===== config.mk =====
export PLATFORM = sky130hd
export DESIGN_NAME = stereo_rms_level_meter
export DESIGN_NICKNAME = d
export VERILOG_FILES = /design/src/hdl/srms_pkg.sv /design/src/hdl/srms_alu.sv /design/src/hdl/srms_mul.sv /design/src/hdl/stereo_rms_level_meter.sv
export SDC_FILE = /design/constraint.sdc
export NUM_CORES = 1
export LEC_CHECK = 0
export BUFFER_PORTS_ARGS = -buffer_cell sky130_fd_sc_hd__buf_2
export CELL_PAD_IN_SITES_DETAIL_PLACEMENT = 1
export CELL_PAD_IN_SITES_GLOBAL_PLACEMENT = 1
export CORE_MARGIN = 1
export CORE_UTILIZATION = 45
export DETAILED_ROUTE_END_ITERATION = 7
export PLACE_DENSITY_LB_ADDON = 0.05
export RECOVER_POWER = 25
export SLEW_MARGIN = 20
export SYNTH_ARGS = -nofsm -noshare
export SYNTH_HDL_FRONTEND = slang
export SYNTH_SLANG_ARGS = --single-unit

===== constraint.sdc =====
create_clock -name i_clk -period 7.56 [get_ports i_clk]
set_clock_uncertainty 0.1 [all_clocks]
set_input_delay 1.134 -clock i_clk [delete_from_list [all_inputs] [get_ports i_clk]]
set_output_delay 1.134 -clock i_clk [all_outputs]
set_load 0.05 [all_outputs]

===== src/hdl/srms_pkg.sv =====
// Shared types and constants for the stereo RMS level meter.
package srms_pkg;

    localparam int SAMPLE_W   = 16;
    localparam int MAG_W      = 15;
    localparam int Q15_W      = 15;
    localparam int FRAMES_W   = 11;
    localparam int CFG_W      = 15;
    localparam int CFG_IDX_W  = 2;
    localparam int SUM_W      = 40;
    localparam int ROOT_W     = 20;
    localparam int PROD_W     = ROOT_W + Q15_W;
    localparam int ALU_W      = 42;
    localparam int ITER_W     = 6;
    localparam int DIV_STEPS  = SUM_W;
    localparam int SQRT_STEPS = SUM_W / 2;

    localparam logic [CFG_IDX_W-1:0] CFG_BLOCK_FRAMES = 2'd0;
    localparam logic [CFG_IDX_W-1:0] CFG_DECAY        = 2'd1;
    localparam logic [CFG_IDX_W-1:0] CFG_GAIN         = 2'd2;

    localparam logic [FRAMES_W-1:0] RST_BLOCK_FRAMES = 11'd256;
    localparam logic [Q15_W-1:0]    RST_DECAY        = 15'd30474;
    localparam logic [Q15_W-1:0]    RST_GAIN         = 15'd2294;
    localparam logic [Q15_W-1:0]    LEVEL_MAX        = 15'h7fff;

    localparam logic ALU_ADD = 1'b0;
    localparam logic ALU_SUB = 1'b1;

    typedef struct packed {
        logic signed [SAMPLE_W-1:0] left_sample;
        logic signed [SAMPLE_W-1:0] right_sample;
    } t_in_item;

    typedef struct packed {
        logic [Q15_W-1:0] block_rms;
        logic [Q15_W-1:0] smoothed_level;
    } t_out_item;

    typedef struct packed {
        logic             op;
        logic [ALU_W-1:0] a;
        logic [ALU_W-1:0] b;
    } t_alu_req;

    typedef struct packed {
        logic [ALU_W-1:0] value;
        logic             borrow;
    } t_alu_res;

endpackage


===== src/hdl/srms_alu.sv =====
// Shared add / compare-subtract unit.
module srms_alu (
    input  srms_pkg::t_alu_req i_req,
    output srms_pkg::t_alu_res o_res
);

    logic [srms_pkg::ALU_W:0] w_full;

    always_comb begin
        if (i_req.op == srms_pkg::ALU_SUB) begin
            w_full = {1'b0, i_req.a} - {1'b0, i_req.b};
        end else begin
            w_full = {1'b0, i_req.a} + {1'b0, i_req.b};
        end
    end

    // top bit is carry on add, borrow (a < b) on subtract
    assign o_res.value  = w_full[srms_pkg::ALU_W-1:0];
    assign o_res.borrow = w_full[srms_pkg::ALU_W];

endmodule


===== src/hdl/srms_mul.sv =====
// Shared registered multiplier, 20 x 15 bits unsigned.
module srms_mul (
    input  logic                         i_clk,
    input  logic [srms_pkg::ROOT_W-1:0]  i_a,
    input  logic [srms_pkg::Q15_W-1:0]   i_b,
    output logic [srms_pkg::PROD_W-1:0]  o_prod
);

    logic [srms_pkg::PROD_W-1:0] r_prod;

    always_ff @(posedge i_clk) begin
        r_prod <= srms_pkg::PROD_W'(i_a) * srms_pkg::PROD_W'(i_b);
    end

    assign o_prod = r_prod;

endmodule


===== src/hdl/stereo_rms_level_meter.sv =====
// Stereo RMS level meter: sequencer around a shared multiplier and add/subtract unit.
// A frame that does not close a block steps through accept, square left, square right and
//   accumulate; the next frame is accepted only once the meter is back in idle.
// A block-closing frame adds 40 divide, 20 root and 3 smoothing steps before the result
//   is valid; the last step waits while an older result is still stalled at the output.
// Sync reset clears sum, count, smoothed level, output valid; config to 256/30474/2294.
module stereo_rms_level_meter #(
    parameter int MAX_BLOCK_FRAMES = 1024
) (
    input  logic                            i_clk,
    input  logic                            i_rst_n,
    input  logic                            i_in_valid,
    output logic                            o_in_stall,
    input  srms_pkg::t_in_item              i_in_data,
    output logic                            o_out_valid,
    input  logic                            i_out_stall,
    output srms_pkg::t_out_item             o_out_data,
    input  logic                            i_cfg_we,
    input  logic [srms_pkg::CFG_IDX_W-1:0]  i_cfg_index,
    input  logic [srms_pkg::CFG_W-1:0]      i_cfg_data
);

    // frame counter wide enough to hold the largest block length
    localparam int FCW = $clog2(MAX_BLOCK_FRAMES + 1);

    localparam logic [3:0] ST_IDLE = 4'd0;
    localparam logic [3:0] ST_SQL  = 4'd1;  // square left
    localparam logic [3:0] ST_SQR  = 4'd2;  // square right, add left
    localparam logic [3:0] ST_ACC  = 4'd3;  // add right, block end check
    localparam logic [3:0] ST_DIV  = 4'd4;  // sum / (2 * frames), one bit per cycle
    localparam logic [3:0] ST_SQRT = 4'd5;  // floor root, one bit per cycle
    localparam logic [3:0] ST_MX1  = 4'd6;  // smoothed * decay
    localparam logic [3:0] ST_MX2  = 4'd7;  // rms * gain
    localparam logic [3:0] ST_MX3  = 4'd8;  // add, scale, saturate, emit

    // halved sample magnitude: arithmetic shift right, then absolute value
    function automatic logic [srms_pkg::MAG_W-1:0] half_mag(
        input logic signed [srms_pkg::SAMPLE_W-1:0] s
    );
        logic signed [srms_pkg::SAMPLE_W-1:0] h;
        h = s >>> 1;
        half_mag = h[srms_pkg::SAMPLE_W-1] ? srms_pkg::MAG_W'(-h) : h[srms_pkg::MAG_W-1:0];
    endfunction

    logic [3:0]                      r_state, n_state;
    logic [srms_pkg::FRAMES_W-1:0]   r_block_frames;
    logic [srms_pkg::Q15_W-1:0]      r_decay, r_gain;
    logic [srms_pkg::SUM_W-1:0]      r_sum, n_sum;
    logic [FCW-1:0]                  r_frame_count, n_frame_count;
    logic [srms_pkg::Q15_W-1:0]      r_smoothed, n_smoothed;
    logic [srms_pkg::MAG_W-1:0]      r_mag_l, r_mag_r;
    logic [srms_pkg::ALU_W-1:0]      r_rem, n_rem;
    logic [srms_pkg::ROOT_W-1:0]     r_root, n_root;
    logic [srms_pkg::ITER_W-1:0]     r_iter, n_iter;
    logic                            r_out_valid, n_out_valid;
    srms_pkg::t_out_item             r_out, n_out;

    logic [FCW-1:0]                  w_frames;
    logic [FCW-1:0]                  w_count_next;
    logic [FCW:0]                    w_divisor;
    logic [srms_pkg::ALU_W-1:0]      w_div_trial, w_sq_rem;
    logic [srms_pkg::ROOT_W-1:0]     w_mul_a;
    logic [srms_pkg::Q15_W-1:0]      w_mul_b;
    logic [srms_pkg::PROD_W-1:0]     w_prod;
    logic [srms_pkg::PROD_W-srms_pkg::Q15_W:0] w_mix;
    logic [srms_pkg::Q15_W-1:0]      w_mix_sat;
    logic                            w_accept, w_out_free;
    srms_pkg::t_alu_req              w_alu_req;
    srms_pkg::t_alu_res              w_alu_res;

    srms_alu u_alu (
        .i_req (w_alu_req),
        .o_res (w_alu_res)
    );

    srms_mul u_mul (
        .i_clk  (i_clk),
        .i_a    (w_mul_a),
        .i_b    (w_mul_b),
        .o_prod (w_prod)
    );

    // effective block length: zero acts as one, clamp at the maximum
    always_comb begin
        if (r_block_frames == '0) begin
            w_frames = FCW'(1);
        end else if (32'(r_block_frames) > 32'(MAX_BLOCK_FRAMES)) begin
            w_frames = FCW'(MAX_BLOCK_FRAMES);
        end else begin
            w_frames = FCW'(r_block_frames);
        end
    end

    assign w_count_next = r_frame_count + FCW'(1);
    assign w_divisor    = {w_frames, 1'b0};
    assign w_div_trial  = {r_rem[srms_pkg::ALU_W-2:0], r_sum[srms_pkg::SUM_W-1]};
    assign w_sq_rem     = {r_rem[srms_pkg::ALU_W-3:0],
                           r_sum[srms_pkg::SUM_W-1:srms_pkg::SUM_W-2]};

    assign w_accept   = i_in_valid && !o_in_stall;
    assign w_out_free = !(r_out_valid && i_out_stall);

    // scaled mix = sum >> 15, saturated to 15 bits
    assign w_mix     = w_alu_res.value[srms_pkg::PROD_W:srms_pkg::Q15_W];
    assign w_mix_sat = (w_mix > (srms_pkg::PROD_W-srms_pkg::Q15_W+1)'(srms_pkg::LEVEL_MAX))
                       ? srms_pkg::LEVEL_MAX : w_mix[srms_pkg::Q15_W-1:0];

    // operand steering for the shared units
    always_comb begin
        w_alu_req = '{op: srms_pkg::ALU_ADD, a: '0, b: '0};
        w_mul_a   = '0;
        w_mul_b   = '0;
        unique case (r_state)
            ST_SQL: begin
                w_mul_a = srms_pkg::ROOT_W'(r_mag_l);
                w_mul_b = r_mag_l;
            end
            ST_SQR: begin
                w_mul_a   = srms_pkg::ROOT_W'(r_mag_r);
                w_mul_b   = r_mag_r;
                w_alu_req = '{op: srms_pkg::ALU_ADD, a: srms_pkg::ALU_W'(r_sum),
                              b: srms_pkg::ALU_W'(w_prod)};
            end
            ST_ACC: begin
                w_alu_req = '{op: srms_pkg::ALU_ADD, a: srms_pkg::ALU_W'(r_sum),
                              b: srms_pkg::ALU_W'(w_prod)};
            end
            ST_DIV: begin
                w_alu_req = '{op: srms_pkg::ALU_SUB, a: w_div_trial,
                              b: srms_pkg::ALU_W'(w_divisor)};
            end
            ST_SQRT: begin
                w_alu_req = '{op: srms_pkg::ALU_SUB, a: w_sq_rem,
                              b: srms_pkg::ALU_W'({r_root, 2'b01})};
            end
            ST_MX1: begin
                w_mul_a = srms_pkg::ROOT_W'(r_smoothed);
                w_mul_b = r_decay;
            end
            ST_MX2, ST_MX3: begin
                // MX3 keeps the operands so the product holds while the output stalls
                w_mul_a = r_root;
                w_mul_b = r_gain;
                if (r_state == ST_MX3) begin
                    w_alu_req = '{op: srms_pkg::ALU_ADD, a: r_rem,
                                  b: srms_pkg::ALU_W'(w_prod)};
                end
            end
            default: begin
            end
        endcase
    end

    // sequencer
    always_comb begin
        n_state       = r_state;
        n_sum         = r_sum;
        n_frame_count = r_frame_count;
        n_smoothed    = r_smoothed;
        n_rem         = r_rem;
        n_root        = r_root;
        n_iter        = r_iter;
        n_out_valid   = r_out_valid && i_out_stall;
        n_out         = r_out;
        unique case (r_state)
            ST_IDLE: begin
                if (w_accept) begin
                    n_state = ST_SQL;
                end
            end
            ST_SQL: begin
                n_state = ST_SQR;
            end
            ST_SQR: begin
                n_sum   = w_alu_res.value[srms_pkg::SUM_W-1:0];
                n_state = ST_ACC;
            end
            ST_ACC: begin
                n_sum = w_alu_res.value[srms_pkg::SUM_W-1:0];
                if (w_count_next >= w_frames) begin
                    n_frame_count = '0;
                    n_rem         = '0;
                    n_iter        = '0;
                    n_state       = ST_DIV;
                end else begin
                    n_frame_count = w_count_next;
                    n_state       = ST_IDLE;
                end
            end
            ST_DIV: begin
                // restoring divide: quotient bits shift into the sum register
                n_rem = w_alu_res.borrow ? w_div_trial : w_alu_res.value;
                n_sum = {r_sum[srms_pkg::SUM_W-2:0], !w_alu_res.borrow};
                if (r_iter == srms_pkg::ITER_W'(srms_pkg::DIV_STEPS - 1)) begin
                    n_rem   = '0;
                    n_root  = '0;
                    n_iter  = '0;
                    n_state = ST_SQRT;
                end else begin
                    n_iter = r_iter + srms_pkg::ITER_W'(1);
                end
            end
            ST_SQRT: begin
                // two radicand bits per step, one root bit out
                n_rem  = w_alu_res.borrow ? w_sq_rem : w_alu_res.value;
                n_root = {r_root[srms_pkg::ROOT_W-2:0], !w_alu_res.borrow};
                n_sum  = {r_sum[srms_pkg::SUM_W-3:0], 2'b00};
                if (r_iter == srms_pkg::ITER_W'(srms_pkg::SQRT_STEPS - 1)) begin
                    n_state = ST_MX1;
                end else begin
                    n_iter = r_iter + srms_pkg::ITER_W'(1);
                end
            end
            ST_MX1: begin
                n_state = ST_MX2;
            end
            ST_MX2: begin
                n_rem   = srms_pkg::ALU_W'(w_prod);
                n_state = ST_MX3;
            end
            ST_MX3: begin
                if (w_out_free) begin
                    n_smoothed  = w_mix_sat;
                    n_out       = '{block_rms: r_root[srms_pkg::Q15_W-1:0],
                                    smoothed_level: w_mix_sat};
                    n_out_valid = 1'b1;
                    n_sum       = '0;
                    n_state     = ST_IDLE;
                end
            end
            default: begin
                n_state = ST_IDLE;
            end
        endcase
    end

    always_ff @(posedge i_clk) begin
        if (!i_rst_n) begin
            r_state        <= ST_IDLE;
            r_sum          <= '0;
            r_frame_count  <= '0;
            r_smoothed     <= '0;
            r_out_valid    <= 1'b0;
            r_block_frames <= srms_pkg::RST_BLOCK_FRAMES;
            r_decay        <= srms_pkg::RST_DECAY;
            r_gain         <= srms_pkg::RST_GAIN;
        end else begin
            r_state       <= n_state;
            r_sum         <= n_sum;
            r_frame_count <= n_frame_count;
            r_smoothed    <= n_smoothed;
            r_out_valid   <= n_out_valid;
            if (i_cfg_we) begin
                unique case (i_cfg_index)
                    srms_pkg::CFG_BLOCK_FRAMES:
                        r_block_frames <= i_cfg_data[srms_pkg::FRAMES_W-1:0];
                    srms_pkg::CFG_DECAY: r_decay <= i_cfg_data;
                    srms_pkg::CFG_GAIN:  r_gain  <= i_cfg_data;
                    default: begin
                    end
                endcase
            end
        end
    end

    // datapath registers, no reset needed
    always_ff @(posedge i_clk) begin
        r_rem  <= n_rem;
        r_root <= n_root;
        r_iter <= n_iter;
        r_out  <= n_out;
        if (w_accept) begin
            r_mag_l <= half_mag(i_in_data.left_sample);
            r_mag_r <= half_mag(i_in_data.right_sample);
        end
    end

    assign o_in_stall  = (r_state != ST_IDLE);
    assign o_out_valid = r_out_valid;
    assign o_out_data  = r_out;

`ifndef SYNTH
    a_accept_starts: assert property (@(posedge i_clk) disable iff (!i_rst_n)
        w_accept |=> (r_state == ST_SQL))
        else $error("accepted transaction did not start the square step");

    a_result_from_mix: assert property (@(posedge i_clk) disable iff (!i_rst_n)
        $rose(r_out_valid) |-> ($past(r_state) == ST_MX3))
        else $error("result appeared outside the smoothing step");

    a_block_start_clear: assert property (@(posedge i_clk) disable iff (!i_rst_n)
        (r_state == ST_IDLE && r_frame_count == '0) |-> (r_sum == '0))
        else $error("accumulator not clear at block start");
`endif

endmodule

Yosys cells after proc, flatten, opt, wreduce, memory -nomap -nowiden
Cells that the tools add are included.
- register bits: 275
- bits in latches: 0
- RAM bits: 0
- memory bits (read-only): 0
- input port bits: 54
- word-level logic and storage cells: 101
- memories kept: 0
- $add $sub $neg: 6
- multipliers: 1
- divide/modulo/power cells: 0
- $lt $le $gt $ge: 3
- eq/ne operators: 18
- shift operators: 0
- multiplexer cells: 31
- bitwise gates (word level): 1
- reduce and logical (&&, ||, !) cells: 23
- operators with widths (operator ; count):
    85-bit one-hot mux with 4 select lines ; 1
    42-bit 2-to-1 mux ; 4
    42-bit one-hot mux with 4 select lines ; 1
    40-bit one-hot mux with 4 select lines ; 1
    84-bit 2-to-1 mux ; 1
    20-bit one-hot mux with 4 select lines ; 1
    15-bit one-hot mux with 4 select lines ; 1
    42-bit by 42-bit adder with 43-bit output ; 1
    43-bit 2-to-1 mux ; 1
    42-bit by 42-bit subtractor with 43-bit output ; 1
    40-bit 2-to-1 mux ; 1
    20-bit one-hot mux with 2 select lines ; 1
    4-bit one-hot mux with 9 select lines ; 1
    20-bit by 15-bit multiplier with 35-bit output ; 1
    11-bit 2-to-1 mux ; 3
    15-bit negation ; 2
    14-bit 2-to-1 mux ; 2
    21-bit by 15-bit > comparator with 1-bit output, second input constant ; 1
    20-bit 2-to-1 mux ; 1
    6-bit 2-to-1 mux ; 3
    6-bit one-hot mux with 3 select lines ; 1
    4-bit by 3-bit equality test with 1-bit output, second input constant ; 4
    4-bit 2-to-1 mux ; 4
    15-bit 2-to-1 mux ; 1
    other kinds (27) ; 44

Logic depth before layout (Yosys ltp)
Gate-level depths: netlist of the first run.
- depth after elaboration: 9
- mapped depth: 33

Modules after synthesis
Synthesis of the first run repeated with hierarchy kept, for this count alone.
- cell total of the unflattened synthesis: 2978
- area, all modules: 26464.1 um2
- by module, submodules not included (module ; times used ; cells an instance ; area an instance (um2) ; seq. area each (um2)):
    stereo_rms_level_meter ; 1 ; 1331 ; 12642.1 ; 6085.8
    srms_mul ; 1 ; 1173 ; 10612.7 ; 700.7
    srms_alu ; 1 ; 474 ; 3209.3 ; 0.0

Worst setup path before layout of the first run
OpenSTA, ideal clock, no wires.
- path type: reg2reg
- start point: register r_state[1]
- end point: register u_mul.r_prod (netlist bit u_mul.o_prod[34])
- library setup time: 72 ps
- arrival: 7753 ps
- required time: 7388 ps
- setup slack: -365 ps
- cell stages (with the launch flop): 31
- path buffers: 4
- cells stage by stage: dfxtp_1 > buf_2 > buf_1 > nor2_1 > nand3_1 > o21ai_0 > clkbuf_1 > clkbuf_1 > a221oi_1 > nor2_1 > fa_1 > fa_1 > inv_1 > fa_1 > inv_1 > fa_1 > fa_1 > inv_1 > fa_1 > inv_1 > ha_1 > a21oi_1 > o21bai_1 > a21o_1 > a21o_1 > a221oi_1 > a211oi_1 > o41ai_1 > o21ai_0 > a21oi_1 > xnor2_1
- longest elaborated chain between the ends: 4
- ends and longest elaborated chain (element ; line ; text):
    from (decl) ; stereo_rms_level_meter.sv:45 ; logic [3:0] r_state, n_state;
    from (signal assigned) ; stereo_rms_level_meter.sv:248 ; r_state <= n_state;
    4-bit equality test / 4-bit by 3-bit equality test with 1-bit output (equally long branches) ; stereo_rms_level_meter.sv:113 ; unique case (r_state)
    2-bit OR reduction ; stereo_rms_level_meter.sv:113 ;
    20-bit one-hot mux with 4 select lines / 15-bit one-hot mux with 4 select lines (equally long branches) ; stereo_rms_level_meter.sv:113 ;
    20-bit by 15-bit multiplier with 35-bit output * ; srms_mul.sv:12 ; r_prod <= srms_pkg::PROD_W'(i_a) * srms_pkg::PROD_W'(i_b);
    to (signal assigned) ; srms_mul.sv:12 ;
    to (decl) ; srms_mul.sv:9 ; logic [srms_pkg::PROD_W-1:0] r_prod;
Mark *: on every way between the ends. The rest lies on a longest branch, timed or not.
A chain may end at the register's enable or synchronous reset.

Final worst setup path of the first run
- start point: register r_state[2]
- end point: register u_mul.r_prod (netlist bit u_mul.o_prod[34])
Same word-level chain as after synthesis.

==> results of run 1 <==
==> worst reg2reg max path, delay by kind of cell, from the launching register on <==
kind	cells	cell delay [ps]
flops	1	380
fa+ha+maj	7	3380
buf+inv	6	680
compound gates	11	2200
xor+xnor	1	90
simple gates	3	500
==> cells in the mapped netlist (62+ instances only) <==
library cell | n | area share (%)
nand2_1 | 458 | 6.6
inv_1 | 280 | 4.0
nor2_1 | 254 | 3.7
fa_1 | 233 | 18
a21oi_1 | 164 | 3.2
ha_1 | 157 | 7.5
dfxtp_1 | 147 | 11
clkbuf_1 | 142 | 2.0
edfxtp_1 | 128 | 15
o21ai_0 | 123 | 2.4
xnor2_1 | 81 | 2.7
nand3_1 | 63 | 1.2
a222oi_1 | 62 | 2.4
==> area by class of cell <==
class | count | area share, %
multi-input cells | 2255 | 58.8
flip-flops and latches | 275 | 22.1
repair buffers | 353 | 9.27
inverters | 282 | 3.44
well taps | 756 | 3.07
clock buffers | 37 | 2.76
clock inverters | 19 | 0.581
==> cell families after synthesis <==
logic type,Yosys count,share of synthesized area [%]
buf+inv,452,6.71
simple gates,1004,17.4
xor+xnor,126,4.24
compound gates,717,19.4
fa+ha+maj,390,25.5
flops,275,26.1
mux,18,0.716
==> report_power, final <==
| group | internal [mW] | switching, mW |
|---|---|---|
| Sequential | 1.73 | 0.208 |
| Clock | 0.871 | 0.688 |
| Combinational | 1.63 | 2.71 |
| Total | 4.23 | 3.61 |
==> timing repair <==
action                     4_1_cts  5_1_grt
resized for setup               15      119
buffers inserted                 2       28
pin swaps                        5       60
setup endpoints to repair        8       76
==> worst min-delay path by stage <==
stage,startpoint,end,slack (ps),cells past startpoint
final,r_gain[8],r_gain[8],360,2
after global routing,r_gain[8],r_gain[8],390,2
after CTS,r_gain[8],r_gain[8],360,2
after detailed placement,r_gain[8],r_gain[8],350,2
after global placement,r_decay[4],r_decay[4],340,2
after floorplan,r_gain[3],r_gain[3],340,2
==> routing by layer <==
metal / up-vias / wire, um / global-route usage (%) / part of all wire [%]
met5: - / 13 / 0 / 0.013
met3: 159 / 6760 / 4.55 / 6.8
met1: 12200 / 42600 / 44.9 / 43
li1: 10900 / - / - / -
met4: 2 / 3130 / 10.1 / 3.2
met2: 898 / 46700 / 54.9 / 47
==> sequential cells by signal (all words and copies together) (netlist names), 6 cells and up <==
signal	cells
u_mul.o_prod	35
r_block_frames	11
r_iter	6
r_rem	42
r_sum	40
r_mag_l	15
r_mag_r	15
r_root	20
r_decay	15
r_frame_count	11
o_out_data	30
r_smoothed	15
r_gain	15
==> stage by stage <==
stage	utilization [%]	total power [mW]	area [um2]
3_5_place_dp	51.1	6.09	29000
4_1_cts	53.1	7.67	30100
5_1_grt	54.2	8.26	30800
3_3_place_gp	51.1	5.97	29000
2_1_floorplan	-	4.60	26100
6_report	54.2	7.83	30800
==> flow_metrics.env, run 1 <==
export IMPL_portBuffers=83
export IMPL_hpwl_um=76900
export IMPL_grt_pass1_vias=25300
export IMPL_crit_family="adder cells"
export IMPL_crit_arrival_ps=7830
export IMPL_timing_hold_ws_ps=363
export IMPL_worstSetupStartpoint="r_state[2]"
export IMPL_async_reset_ff_share_pct=0
export IMPL_finalSetupViolations=0
export IMPL_cts_sinks=275
export IMPL_synth_cells=2982
export IMPL_ys_seq_area_share_pct=26.1
export IMPL_critPathKind="reg -> reg"
export IMPL_syn_area_um2=26000
export IMPL_finalWorstSetupSlack_ps=97.4
export IMPL_cts_tree="done"
export IMPL_place_congestion=0.957
export IMPL_endpoint="u_mul.o_prod[34]"
export IMPL_vias_per_cell=6.07
export IMPL_track_usage_pct=33.1
export IMPL_cts_buffers=30
export IMPL_reg2reg_from="r_state[2]"
export IMPL_ys_ff_latch=275
export IMPL_die_w_um=243
export IMPL_ys_flop_type="dfxtp_1"
export IMPL_ios=86
export IMPL_fillers=6654
export IMPL_grt_max_degree=134
export IMPL_overflow=0
export IMPL_multiInputGateArea_um2=18100
export IMPL_hold_viol=0
export IMPL_slowest_delay_ps=560
export IMPL_rr_worst_depth=28
export IMPL_crit_path_end_kind="register"
export IMPL_clock_path_buffers=3
export IMPL_grt_pass1_wl_um=151000
export IMPL_dr_pass1_iters=8
export IMPL_layout_cells_non_filler=3977
export IMPL_worst_slew_pin_slew_ps=1710
export IMPL_drive_gt1_share_pct=16.7
export IMPL_worstPathRequired_ps=7930
export IMPL_clock_root_buffer="clkbuf_16"
export IMPL_clock_latency_ps=610
export IMPL_p_leak_nw=13.7
export IMPL_violations="DRC, capacitance limit, slew limit"
export IMPL_seq_area_um2=6800
export IMPL_drt_iter0_markers=2155
export IMPL_ant_nets=0
export IMPL_final_setup_tns_ps=0
export IMPL_yosys_warnings=0
export IMPL_avgSynthCellArea_um2=8.73
export IMPL_rows=87
export IMPL_dieArea_um2=58800
export IMPL_initial_core_util_pct=45.8
export IMPL_min_path_type="reg -> reg"
export IMPL_p_per_area_nw_per_um2=254
export IMPL_nets=3641
export IMPL_layout_common_cells="454 x nand2_1, 266 x inv_1, 250 x nor2_1, 227 x fa_1, 214 x buf_4"
export IMPL_hold_buffers=0
export IMPL_cp_slowest_cell="fa_1"
export IMPL_drc_errors=9
export IMPL_die_h_um=243
export IMPL_coreArea_um2=56800
export IMPL_vias=24200
export IMPL_final_common_cell="nand2_1"
export IMPL_crit_top_cell="fa_1"
export IMPL_outcome="finished, violations left"
export IMPL_post_place_ws_ps=-498
export IMPL_path_max_fanout=6
export IMPL_fmax_mhz=134
export IMPL_slew_violations=29
export IMPL_dp_cells=3900
export IMPL_antenna_found_initial=3
export IMPL_drv_cap=1
export IMPL_fin_crit_ps=7460
export IMPL_rsz0062_at_grt="yes"
export IMPL_reg2reg_slack_ps=100
export IMPL_peakVddDrop_mv=0.188
export IMPL_startpoint_type="register"
export IMPL_drt_wl_total_um=99200
export IMPL_antenna_cells=0
export IMPL_timing_final_crit_share_pct=98.7
export IMPL_cp_buffers_inverters=6
export IMPL_htreeDepth=1
export IMPL_yosys_cell_types_count=88
export IMPL_wl_per_cell_um=24.9
export IMPL_synth_edf_count=128
export IMPL_synth_fp_nets=3426
export IMPL_clk_pin_slew_ps=60
export IMPL_syn2layout_area_growth_pct=18.2
export IMPL_cp_depth=28
export IMPL_r2r_end="u_mul.o_prod[34]"
export IMPL_slew_limit_headroom_pct=-13.8
(Power assumes the default switching activity.)
==> inputs of run 2 (changes only) <==
- CORE_UTILIZATION: 45 -> 50
- clock period: 7.56 -> 7.24 ns (I/O delays scaled with it)
==> run 2 against run 1 <==
Against the previous run: the run ends with DRC, capacitance limit, slew limit, setup timing left; non-clock buffer count rose by 20; sequential share of layout area about the same; via count is 3.3% higher; routed wire length is 0.50% higher; largest power group unchanged; register-to-register slack worse by 280 ps; sequential power grew 5%; total power up 5.7%; setup slack got worse by 280 ps; final cell count is 1.4% lower; clock power is 7% higher.
==> flow_metrics.env, run 2 (synthesis results as in run 1) <==
export IMPL_clock_path_buffers=3
export IMPL_worstPathRequired_ps=7620
export IMPL_clock_latency_ps=600
export IMPL_die_w_um=230
export IMPL_slew_limit_headroom_pct=-91.6
export IMPL_drt_wl_total_um=99700
export IMPL_wl_per_cell_um=25.4
export IMPL_hold_buffers=0
export IMPL_path_max_fanout=6
export IMPL_initial_core_util_pct=50.7
export IMPL_final_util_pct=59.9
export IMPL_hold_viol=0
export IMPL_fmax_mhz=135
export IMPL_coreArea_um2=51400
export IMPL_vias=25000
export IMPL_violations="DRC, capacitance limit, slew limit, setup timing"
export IMPL_layout_common_cells="455 x nand2_1, 270 x inv_1, 252 x nor2_1, 235 x buf_4, 230 x fa_1"
export IMPL_largest_reg_flops=42
export IMPL_crit_path_end_kind="register"
export IMPL_overflow=0
export IMPL_grt_max_degree=85
export IMPL_drive_gt1_share_pct=16.8
export IMPL_fin_crit_ps=7430
export IMPL_crit_top_cell="fa_1"
export IMPL_grt_pass1_vias=25900
export IMPL_slowest_delay_ps=530
export IMPL_clock_root_buffer="clkbuf_16"
export IMPL_nets=3661
export IMPL_final_common_cell="nand2_1"
export IMPL_top_register="r_rem"
export IMPL_cts_buffers=30
export IMPL_dr_pass1_iters=8
export IMPL_syn2layout_area_growth_pct=18.3
export IMPL_min_path_type="reg -> reg"
export IMPL_drc_errors=9
export IMPL_dieArea_um2=53000
export IMPL_startpoint_type="register"
export IMPL_critPathKind="reg -> reg"
export IMPL_drt_iter0_markers=2465
export IMPL_ios=86
export IMPL_rows=83
export IMPL_die_h_um=230
export IMPL_vias_per_cell=6.36
export IMPL_rr_worst_depth=32
export IMPL_slew_violations=106
export IMPL_htreeDepth=1
export IMPL_p_per_area_nw_per_um2=269
export IMPL_cts_sinks=275
export IMPL_p_leak_nw=13.8
export IMPL_crit_arrival_ps=7810
export IMPL_hpwl_um=75100
export IMPL_final_setup_tns_ps=-585
export IMPL_drv_cap=3
export IMPL_place_congestion=0.947
export IMPL_antenna_found_initial=2
export IMPL_portBuffers=83
export IMPL_worst_slew_pin_slew_ps=2870
export IMPL_clk_pin_slew_ps=60
export IMPL_finalWorstSetupSlack_ps=-186
export IMPL_timing_final_crit_share_pct=103
export IMPL_peakVddDrop_mv=0.197
export IMPL_ant_nets=0
export IMPL_finalSetupViolations=8
export IMPL_grt_pass1_wl_um=152000
export IMPL_min_path_cells=2
export IMPL_outcome="finished, violations left"
export IMPL_cts_tree="done"
export IMPL_track_usage_pct=37.1
export IMPL_cp_slowest_cell="fa_1"
export IMPL_rsz0062_at_grt="yes"
[run 2: cell count changes in the layout (fill, tap and decap cells not counted), moves of 4 or more]
cell,delta
a21oi_1,-6
a21oi_2,+5
a221o_1,-8
a221o_2,+8
a221oi_2,-4
a22o_1,+7
a22o_4,-4
buf_12,-4
buf_4,+21
clkbuf_1,+9
clkinv_1,-4
inv_1,+4
inv_2,-5
[run 2: stage by stage]
step	cells	hold slack (ps)	power (mW)	worst slack, ps	cell area, um2
finish	3922	369	8.28	-186	30800
global route	3921	390	8.69	-328	30800
CTS	3910	369	8.09	-119	30600
detailed placement	3819	353	6.31	-730	28900
global placement	3819	346	6.16	-527	28900
floorplan	2982	336	4.82	7.47	26200
[run 2: cell type report]
class | count | area (um2)
Multi-Input combinational cell | 2255 | 18100
Timing Repair Buffer | 373 | 2940
Sequential cell | 275 | 6800
Antenna cell | 2 | 5.00
Clock buffer | 41 | 853
Clock inverter | 14 | 189
Inverter | 282 | 1060
Fill cell | 5973 | 20600
Tap cell | 680 | 851
[run 2: path summary, 6_finish.rpt]
kind	from	endpoint	slack, ps
worst max-delay path	r_state[0]	u_mul.o_prod[32]	-190
worst min-delay path	r_decay[6]	r_decay[6]	370
worst max register to register	r_state[0]	u_mul.o_prod[32]	-190
worst min register to register	r_decay[6]	r_decay[6]	370
[run 2: worst max-delay path, delay by kind of cell (launching register included)]
kind                     cells  cell delay [ps]
buffers and inverters       13             1640
AND/OR/NAND/NOR              4              650
XOR/XNOR                     1              130
AO/OA/AOI/OAI                7             1240
flip-flops                   1              360
adder cells (fa/ha/maj)      7             3190
[run 2: power by group]
group / internal (mW) / switching, mW / total [mW]
sequential: 1.80 / 0.219 / 2.02
combinational: 1.70 / 2.89 / 4.59
clock: 0.968 / 0.700 / 1.67
[run 2: what timing repair did]
action                     4_1_cts  5_1_grt
resized for setup               94       32
buffers inserted                37        9
gates cloned                     2        1
pin swaps                       47       21
setup endpoints to repair       29       87
[run 2: metal layers]
layer | wire length (um) | global-route usage (%)
met1 | 41400 | 49.8
met2 | 46100 | 60.1
met3 | 7610 | 5.02
met4 | 4610 | 16.0
met5 | 0 | 0
